<file path="src/u2u8_pkg.sv">
// Shared types, constants and byte encoder for the UTF-16 to UTF-8 transcoder.
package u2u8_pkg;

  localparam logic [15:0] HIGH_FIRST   = 16'hd800;
  localparam logic [15:0] HIGH_LAST    = 16'hdbff;
  localparam logic [15:0] LOW_FIRST    = 16'hdc00;
  localparam logic [15:0] LOW_LAST     = 16'hdfff;
  localparam logic [20:0] REPLACEMENT  = 21'h00fffd;
  localparam logic [20:0] SUPP_BASE    = 21'h010000;
  localparam logic [15:0] ONE_BYTE_MAX = 16'h007f;
  localparam logic [15:0] TWO_BYTE_MAX = 16'h07ff;
  localparam logic [2:0]  REPL_LEN     = 3'd3;
  localparam logic [7:0]  TERM_BYTE    = 8'h00;

  // One queued unit of work: optional U+FFFD flush, at most one code point, optional terminator.
  typedef struct packed {
    logic        fffd_first;
    logic [20:0] cp;
    logic [2:0]  cp_len;   // 0 when no code point
    logic        term;
  } job_t;

  // Byte idx of the UTF-8 encoding of cp, which takes len bytes.
  function automatic logic [7:0] enc_byte(input logic [20:0] cp, input logic [2:0] len,
                                          input logic [2:0] idx);
    logic [7:0] b;
    b = 8'h00;
    unique case (len)
      3'd1: b = {1'b0, cp[6:0]};
      3'd2: begin
        if (idx == 3'd0) b = {3'b110, cp[10:6]};
        else             b = {2'b10, cp[5:0]};
      end
      3'd3: begin
        unique case (idx)
          3'd0:    b = {4'b1110, cp[15:12]};
          3'd1:    b = {2'b10, cp[11:6]};
          default: b = {2'b10, cp[5:0]};
        endcase
      end
      default: begin
        unique case (idx)
          3'd0:    b = {5'b11110, cp[20:18]};
          3'd1:    b = {2'b10, cp[17:12]};
          3'd2:    b = {2'b10, cp[11:6]};
          default: b = {2'b10, cp[5:0]};
        endcase
      end
    endcase
    return b;
  endfunction

endpackage

</file>
<file path="src/utf16_to_utf8_transcoder.sv">
// Top level of the UTF-16 to UTF-8 transcoder.
// One UTF-16 code unit enters per item and its UTF-8 bytes leave one per cycle while
// out_ready is high. An item makes 1 byte for ASCII other than NUL, 2 or 3 for other
// BMP units, 4 for a surrogate pair, plus 3 when a held high surrogate is flushed
// as U+FFFD and 1 for an appended terminator (up to 7). A high surrogate that is held
// makes no byte. The byte serializer sets the rate; a job queue of QUEUE_DEPTH entries
// lets input keep flowing while it is busy.
module utf16_to_utf8_transcoder import u2u8_pkg::*; #(
  parameter int QUEUE_DEPTH = 4
) (
  input  logic        clk,
  input  logic        rst,
  input  logic        cfg_wr_en,
  input  logic        cfg_wr_data,
  input  logic        in_valid,
  output logic        in_ready,
  input  logic [15:0] code_unit,
  input  logic        string_end,
  output logic        out_valid,
  input  logic        out_ready,
  output logic [7:0]  out_byte,
  output logic        last_of_run,
  output logic        is_terminator
);

  logic       append_terminator;
  logic       q_not_full, push, pop, head_valid;
  job_t       push_job, head;
  logic [2:0] byte_idx;

  always_ff @(posedge clk) begin
    if (rst)            append_terminator <= 1'b1;
    else if (cfg_wr_en) append_terminator <= cfg_wr_data;
  end

  u2u8_front u_front (
    .clk               (clk),
    .rst               (rst),
    .in_valid          (in_valid),
    .in_ready          (in_ready),
    .code_unit         (code_unit),
    .string_end        (string_end),
    .append_terminator (append_terminator),
    .q_ready           (q_not_full),
    .push              (push),
    .job               (push_job)
  );

  u2u8_queue #(.DEPTH(QUEUE_DEPTH)) u_queue (
    .clk        (clk),
    .rst        (rst),
    .push       (push),
    .push_job   (push_job),
    .not_full   (q_not_full),
    .pop        (pop),
    .head_valid (head_valid),
    .head       (head)
  );

  u2u8_back u_back (
    .clk           (clk),
    .rst           (rst),
    .head_valid    (head_valid),
    .head          (head),
    .pop           (pop),
    .out_valid     (out_valid),
    .out_ready     (out_ready),
    .out_byte      (out_byte),
    .last_of_run   (last_of_run),
    .is_terminator (is_terminator),
    .byte_idx      (byte_idx)
  );

  a_no_overflow: assert property (@(posedge clk) disable iff (rst)
    push |-> q_not_full) else $error("job queue overflow");

  a_pop_needs_head: assert property (@(posedge clk) disable iff (rst)
    pop |-> head_valid) else $error("pop from empty job queue");

  a_term_is_last: assert property (@(posedge clk) disable iff (rst)
    out_valid && is_terminator |-> last_of_run && out_byte == TERM_BYTE)
    else $error("terminator byte not last or not zero");

  a_idx_range: assert property (@(posedge clk) disable iff (rst)
    byte_idx <= 3'd6) else $error("byte index past longest run");

endmodule

</file>
<file path="src/u2u8_front.sv">
// Front end: takes code units, tracks a held high surrogate, builds jobs.
module u2u8_front import u2u8_pkg::*; (
  input  logic        clk,
  input  logic        rst,
  input  logic        in_valid,
  output logic        in_ready,
  input  logic [15:0] code_unit,
  input  logic        string_end,
  input  logic        append_terminator,
  input  logic        q_ready,
  output logic        push,
  output job_t        job
);

  logic       high_pending, high_pending_next;
  logic [9:0] high_bits, high_bits_next;
  logic       accept, is_high, is_low;

  assign in_ready = q_ready;
  assign accept   = in_valid && q_ready;
  assign is_high  = (code_unit >= HIGH_FIRST) && (code_unit <= HIGH_LAST);
  assign is_low   = (code_unit >= LOW_FIRST) && (code_unit <= LOW_LAST);

  always_comb begin
    job               = '0;
    high_pending_next = 1'b0;
    high_bits_next    = '0;
    if (high_pending && is_low) begin
      job.cp     = SUPP_BASE + {1'b0, high_bits, code_unit[9:0]};
      job.cp_len = 3'd4;
    end else begin
      // a held high surrogate that is not paired is flushed first
      job.fffd_first = high_pending;
      if (is_high) begin
        if (string_end) begin
          job.cp     = REPLACEMENT;
          job.cp_len = REPL_LEN;
        end else begin
          high_pending_next = 1'b1;
          high_bits_next    = code_unit[9:0];
        end
      end else if (is_low || code_unit == 16'h0000) begin
        job.cp     = REPLACEMENT;
        job.cp_len = REPL_LEN;
      end else begin
        job.cp = {5'b0, code_unit};
        if (code_unit <= ONE_BYTE_MAX)      job.cp_len = 3'd1;
        else if (code_unit <= TWO_BYTE_MAX) job.cp_len = 3'd2;
        else                                job.cp_len = 3'd3;
      end
    end
    job.term = string_end && append_terminator;
  end

  assign push = accept && (job.fffd_first || job.cp_len != 3'd0 || job.term);

  always_ff @(posedge clk) begin
    if (rst) begin
      high_pending <= 1'b0;
      high_bits    <= '0;
    end else if (accept) begin
      high_pending <= high_pending_next;
      high_bits    <= high_bits_next;
    end
  end

endmodule

</file>
<file path="src/u2u8_queue.sv">
// Small job queue between the front end and the byte serializer.
module u2u8_queue import u2u8_pkg::*; #(
  parameter int DEPTH = 4
) (
  input  logic clk,
  input  logic rst,
  input  logic push,
  input  job_t push_job,
  output logic not_full,
  input  logic pop,
  output logic head_valid,
  output job_t head
);

  localparam int PW = (DEPTH > 1) ? $clog2(DEPTH) : 1;
  localparam int CW = $clog2(DEPTH + 1);

  job_t          entries [DEPTH];
  logic [PW-1:0] wr_ptr, rd_ptr;
  logic [CW-1:0] count;

  assign not_full   = (count != CW'(DEPTH));
  assign head_valid = (count != '0);
  assign head       = entries[rd_ptr];

  always_ff @(posedge clk) begin
    if (push) entries[wr_ptr] <= push_job;
  end

  always_ff @(posedge clk) begin
    if (rst) begin
      wr_ptr <= '0;
      rd_ptr <= '0;
      count  <= '0;
    end else begin
      if (push) wr_ptr <= (wr_ptr == PW'(DEPTH - 1)) ? '0 : wr_ptr + 1'b1;
      if (pop)  rd_ptr <= (rd_ptr == PW'(DEPTH - 1)) ? '0 : rd_ptr + 1'b1;
      if (push && !pop)      count <= count + 1'b1;
      else if (pop && !push) count <= count - 1'b1;
    end
  end

endmodule

</file>
<file path="src/u2u8_back.sv">
// Back end: walks each job one byte per cycle, while out_ready allows, into the output register.
module u2u8_back import u2u8_pkg::*; (
  input  logic       clk,
  input  logic       rst,
  input  logic       head_valid,
  input  job_t       head,
  output logic       pop,
  output logic       out_valid,
  input  logic       out_ready,
  output logic [7:0] out_byte,
  output logic       last_of_run,
  output logic       is_terminator,
  output logic [2:0] byte_idx
);

  logic [2:0] nf, total, j;
  logic       load, last, term_sel;
  logic [7:0] byte_sel;

  assign nf    = head.fffd_first ? REPL_LEN : 3'd0;
  assign total = nf + head.cp_len + {2'b0, head.term};
  assign j     = byte_idx - nf;
  assign last  = (byte_idx == total - 3'd1);
  assign load  = head_valid && (!out_valid || out_ready);
  assign pop   = load && last;

  always_comb begin
    term_sel = 1'b0;
    if (byte_idx < nf) begin
      byte_sel = enc_byte(REPLACEMENT, REPL_LEN, byte_idx);
    end else if (j < head.cp_len) begin
      byte_sel = enc_byte(head.cp, head.cp_len, j);
    end else begin
      byte_sel = TERM_BYTE;
      term_sel = 1'b1;
    end
  end

  always_ff @(posedge clk) begin
    if (rst) begin
      out_valid <= 1'b0;
      byte_idx  <= '0;
    end else if (load) begin
      out_valid <= 1'b1;
      byte_idx  <= last ? 3'd0 : byte_idx + 3'd1;
    end else if (out_ready) begin
      out_valid <= 1'b0;
    end
  end

  always_ff @(posedge clk) begin
    if (load) begin
      out_byte      <= byte_sel;
      last_of_run   <= last;
      is_terminator <= term_sel;
    end
  end

endmodule

</file>
<file path="config.mk">
export PLATFORM = sky130hd
export DESIGN_NAME = utf16_to_utf8_transcoder
export DESIGN_NICKNAME = d
export VERILOG_FILES = /design/src/u2u8_pkg.sv /design/src/utf16_to_utf8_transcoder.sv /design/src/u2u8_front.sv /design/src/u2u8_queue.sv /design/src/u2u8_back.sv
export SDC_FILE = /design/constraint.sdc
export NUM_CORES = 1
export LEC_CHECK = 0
export ABC_AREA = 1
export BUFFER_PORTS_ARGS = -buffer_cell sky130_fd_sc_hd__buf_2
export CORE_ASPECT_RATIO = 1.5
export CORE_MARGIN = 3
export CORE_UTILIZATION = 42
export CTS_CLUSTER_DIAMETER = 150
export CTS_CLUSTER_SIZE = 28
export DETAILED_ROUTE_END_ITERATION = 7
export HOLD_SLACK_MARGIN = 0.03
export SLEW_MARGIN = 20
export SYNTH_ARGS = -nofsm -noshare
export SYNTH_HDL_FRONTEND = slang
export SYNTH_HIERARCHICAL = 1
export SYNTH_SLANG_ARGS = --single-unit
</file>
<file path="constraint.sdc">
create_clock -name clk -period 4.5 [get_ports clk]
set_input_delay 0.675 -clock clk [delete_from_list [all_inputs] [get_ports clk]]
set_output_delay 0.675 -clock clk [all_outputs]
set_load 0.1 [all_outputs]
</file>
Yosys cells after proc, flatten, opt, wreduce, memory -nomap -nowiden --
Memory sizes are Yosys's and may differ from the RTL's. A register that Yosys moved wholly into a read port is not among the register bits. Index checks and enable logic that the tools add are counted.
Word-level totals: output and inout port bits 12, bits in read-only memories 0, register bits 33, RAM bits 104, memories 1, bits in latches 0
Memory list:
- u_queue.entries | words 4, bits a word 26, rd ports 1, clocked after memory_dff 1, write ports 1, RTL line u2u8_queue.sv:18 | job_t entries [DEPTH];
Cells by class: bitwise logic cells 0, mux-type cells 33, multiply operators 0, reduce and logical (&&, ||, !) cells 24, eq/ne operators 10, shift-type cells 0, div/mod/pow operators 0, magnitude comparators 8, add/sub/neg operators 10
Operator list (number):
- 2-to-1 mux 24 bit | 2
- 2-to-1 mux 19 bit | 2
- >= comparator 16 bit (second input constant) | 2
- <= comparator 16 bit (second input constant) | 2
- 2-to-1 mux 10 bit | 3
- one-hot mux 7 bit (2 select lines) | 2
- one-hot mux 8 bit (3 select lines) | 1
- adder 17 x 20 -> 21 bit (first input constant) | 1
- one-hot mux 7 bit (3 select lines) | 1
- <= comparator 16 x 11 -> 1 bit (second input constant) | 1
- <= comparator 16 x 7 -> 1 bit (second input constant) | 1
- logical NOT 16 bit | 1
- 2-to-1 mux 8 bit | 2
- 2-to-1 mux 2 bit | 6
- logical AND 1 bit | 10
- 2-to-1 mux 1 bit | 10
- equality test 3 x 1 -> 1 bit (second input constant) | 3
- equality test 3 x 2 -> 1 bit (second input constant) | 3
- 2-to-1 mux 3 bit | 3
- 2-to-1 mux 7 bit | 1
- adder 3 x 1 -> 3 bit (second input constant) | 2
- logical NOT 3 bit | 2
- < comparator 3 bit | 2
- nonzero test 3 bit | 2
- other kinds (11) | 20

Depth between registers and ports, before layout --
depth after elaboration 14, mapped depth 26, mapped depth without buffers 24

By module --
Netlist, hierarchy kept.
By module, submodules not included:
- u2u8_queue | times used 1, cells an instance 311, seq. area each 3303.2 µm², area an instance 4327.9 µm²
- u2u8_back | times used 1, cells an instance 225, seq. area each 380.4 µm², area an instance 1452.6 µm²
- u2u8_front | times used 1, cells an instance 145, seq. area each 220.2 µm², area an instance 923.4 µm²
- utf16_to_utf8_transcoder | times used 1, cells an instance 6, seq. area each 20.0 µm², area an instance 47.5 µm²

Worst setup path before layout --
Ideal clock, no wire load.
path kind register to register, start point register (tool-made name), end point register u_queue.count[1], data required time 4.381 ns, slack 0.895 ns, arrival time 3.486 ns, cell stages (with the launch flop) 23, clock period less this slack 3.605 ns, path through dfxtp_1 -> buf_6 -> inv_4 -> buf_4 -> nor2_1 -> o22ai_1 -> inv_1 -> ha_1 -> inv_1 -> ha_1 -> inv_1 -> fa_1 -> xnor2_1 -> a21o_1 -> nor2_1 -> nand2_1 -> inv_1 -> inv_1 -> ha_1 -> inv_1 -> fa_1 -> o21ai_0 -> a21oi_1
RTL lines:
- end signal: assignment | RTL line u2u8_queue.sv:38 | if (push && !pop) count <= count + 1'b1;
- end signal: assignment | RTL line u2u8_queue.sv:39 | else if (pop && !push) count <= count - 1'b1;
- end: declaration | RTL line u2u8_queue.sv:20 | logic [CW-1:0] count;

==> metrics.txt <==
status complete, no violations; area grow syn2layout 14.8%; fmax 0.247 GHz; multiplexer area fraction after synthesis 0.148%; post-CTS sizing 0; CP Cell Sequence o21ai_1, o22ai_1, inv_1, ha_1, inv_1, ha_1, inv_1, fa_1, xnor2_1, a21o_1, nor2_1, nand2_1, inv_1, inv_1, ha_1, inv_1, fa_1, o21ai_0, a21oi_1; Clk Latency, worst-skew pair 0.41 ns; main combinational cell family by area after synthesis simple AND/OR/NAND/NOR gates; flops & latches, synth 139; simple-gate share of the synthesized area 18.3%; number of buffers on the longest clock path 2; die footprint 17700 sq um; GR Overflow Total 0; CP bufs+invs 6; CP arrival 4.35 ns; vias in the first global route 4799; via/cell ratio 5.19; Final GP Congestion 0.878; CP Max Fanout 16; Yosys cell types 41; Synth Cell Area 6750 sq um; CTS tree built; setup_tns 0 ns; die width 110 um; final net count 771; flop-to-flop setup slack 0.45 ns; routed via count 4898; PortBufs 34; Starting Density 43.0%; CTS Sinks 139; syn avg cell area 9.83 sq um; syn_nets 729; fin crit share 90.0%; sequential fraction of the synthesis area 58.1%; root buf cell clkbuf_16; Die Y 161 um; post-route cell area 7750 sq um; Post-Route Skew 0.00907 ns; Synth Area in Adders 3.85%; HP Start u_front/high_bits[2]$_SDFFE_PP0P_; Hold Fails Final Rpt 0; fin crit period 4.05 ns; ys flop type edfxtp_1; total CTS buffers 17; Slew headroom 53.6%; Cell Pwr Density 730 nW/um^2; CP required 4.80 ns; Leakage 0.00314 uW; maxcap violations 0; drt total wl 16100 um; final setup fails 0; postcts setup bufs 0; CP peak stage delay 0.65 ns; Crit Path Class reg2reg; placed inst area 7090 sq um; All-Layer GR Usage 19.0%; H-tree Lvls 4; Final ANT Viol Nets 0; Compound-Gate Fraction of Synth Area 11.9%; share of layout cells above drive strength 1 15.9%; global-route wire length before repair 25000 um; crit end category flop; largest net degree at the start of global routing 43; initial antenna violation count 0; Syn Inst Count 687; IO Count 35; Top delay family on crit path adder cells; FFs w/ async S/R, synth 0%; Clock transition at path regs 0.06 ns; post-synthesis xor/xnor area fraction 1.04%; unrepaired setup endpoints after global routing false; DRT Pass-1 Iters 6; Core ar. 15700 sq um; Post-synth EDFFs 114; worst slew pin tran 0.691 ns; Final HPWL DP 11600 um; CTS Hold Bufs 0; Max Transition Viols Final 0; Ant. Diodes 0; wire per inst 17.1 um; Yosys Warn Count 6; Post-route DRC 0; Worst path most repeated cell inv_1; Setup crit start kind flop; CP max stage cell dfxtp_1; Core Rows 56; initial DRC count 324; HP Class reg2reg; VDD IR max 0.000486 V
## final cells by class
class	count	area, sq um
fill	1492	7940
sequential	139	3920
multi-input combinational	450	2380
clock buffer	21	450
inverter	77	292
tap	203	254
timing repair buffer	44	245
clock inverter	10	211
## path summary, 6_finish.rpt
kind | endpoint | cells after the start
setup reg to reg | u_queue/count[1]$_SDFFE_PP0P_ | 19
hold reg to reg | u_front/high_bits[2]$_SDFFE_PP0P_ | 2
setup / recovery | u_queue/count[1]$_SDFFE_PP0P_ | 19
hold / removal | u_front/high_bits[2]$_SDFFE_PP0P_ | 2
## stage by stage
step                utilization (%)  hold slack [ns]  total power, uW  setup WS [ns]  cells
CTS                            49.4            0.461             5690          0.452    944
global route                   49.4            0.483             6010         0.0793    944
finish                         49.4            0.468             5660          0.451    944
global placement               45.2            0.453             4070          0.576    913
detailed placement             45.2            0.460             4120          0.461    913
floorplan                         -            0.439             3540          0.895    687
## synth_stat cells (4+ instances only)
cell | instances | share of area, %
xor2_1 | 5 | 0.65
buf_4 | 11 | 1.2
a21oi_2 | 9 | 1.2
a21oi_1 | 29 | 2.1
edfxtp_1 | 114 | 51
inv_2 | 8 | 0.44
nor2_1 | 95 | 5.3
inv_1 | 67 | 3.7
ha_1 | 16 | 3.0
o21ai_1 | 23 | 1.7
nand2_2 | 13 | 1.2
o21ai_0 | 50 | 3.7
o22ai_1 | 27 | 2.5
nand2_1 | 121 | 6.7
buf_2 | 4 | 0.30
dfxtp_1 | 25 | 7.4
nand3_1 | 30 | 2.2
## cell usage in the layout (no fill, tap or decap), drive strengths merged
cell,count
nand2,136
edfxtp,114
nor2,100
inv,78
o21ai,73
buf,44
a21oi,38
nand3,34
o22ai,27
dfxtp,25
clkbuf,21
ha,16
bufinv,6
xor2,5
nand4,4
xnor2,3
fa,3
nor3,3
clkinv,3
a31oi,1
or2,1
a21o,1
nor3b,1
nand3b,1
mux2i,1
a21boi,1
o21bai,1
## flip-flops by register name (all words and copies together), names as in the netlist, named ones only
signal / cells
append_terminator: 1
u_back/byte_idx: 3
u_back/is_terminator: 1
u_back/last_of_run: 1
u_back/out_byte: 8
u_back/out_valid: 1
u_front/high_bits: 10
u_front/high_pending: 1
u_queue/count: 3
u_queue/entries: 104
u_queue/rd_ptr: 2
u_queue/wr_ptr: 2
## where the power goes
part	internal [uW]	switching, uW	leakage, uW
clock	1060	511	0.000322
combinational	666	1740	0.00156
sequential	1620	67.7	0.00126
## cell families (layout without fill, tap and decap cells)
kind of cell             count (synthesis)  after routing
flip-flops                             139            139
adder cells (fa/ha/maj)                 19             19
AO/OA/AOI/OAI                          142            142
multiplexers                             1              1
AND/OR/NAND/NOR                        280            280
buffers and inverters                   98            152
XOR/XNOR                                 8              8
## routing by layer
metal	global-route usage, %	vias to the layer above	part of all wire, %
li1	-	2417	-
met2	34.5	99	55
met5	0	-	0
met1	21.5	2361	40
met4	7.88	0	2.4
met3	3.40	21	2.9
## worst reg2reg max path, delay by kind of cell, from the launching register on
kind	cells	cell delay, ns
flops	1	0.65
simple gates	2	0.26
fa+ha+maj	5	1.51
compound gates	5	0.86
buf+inv	6	0.52
xor+xnor	1	0.14
(Power assumes the default switching activity.)
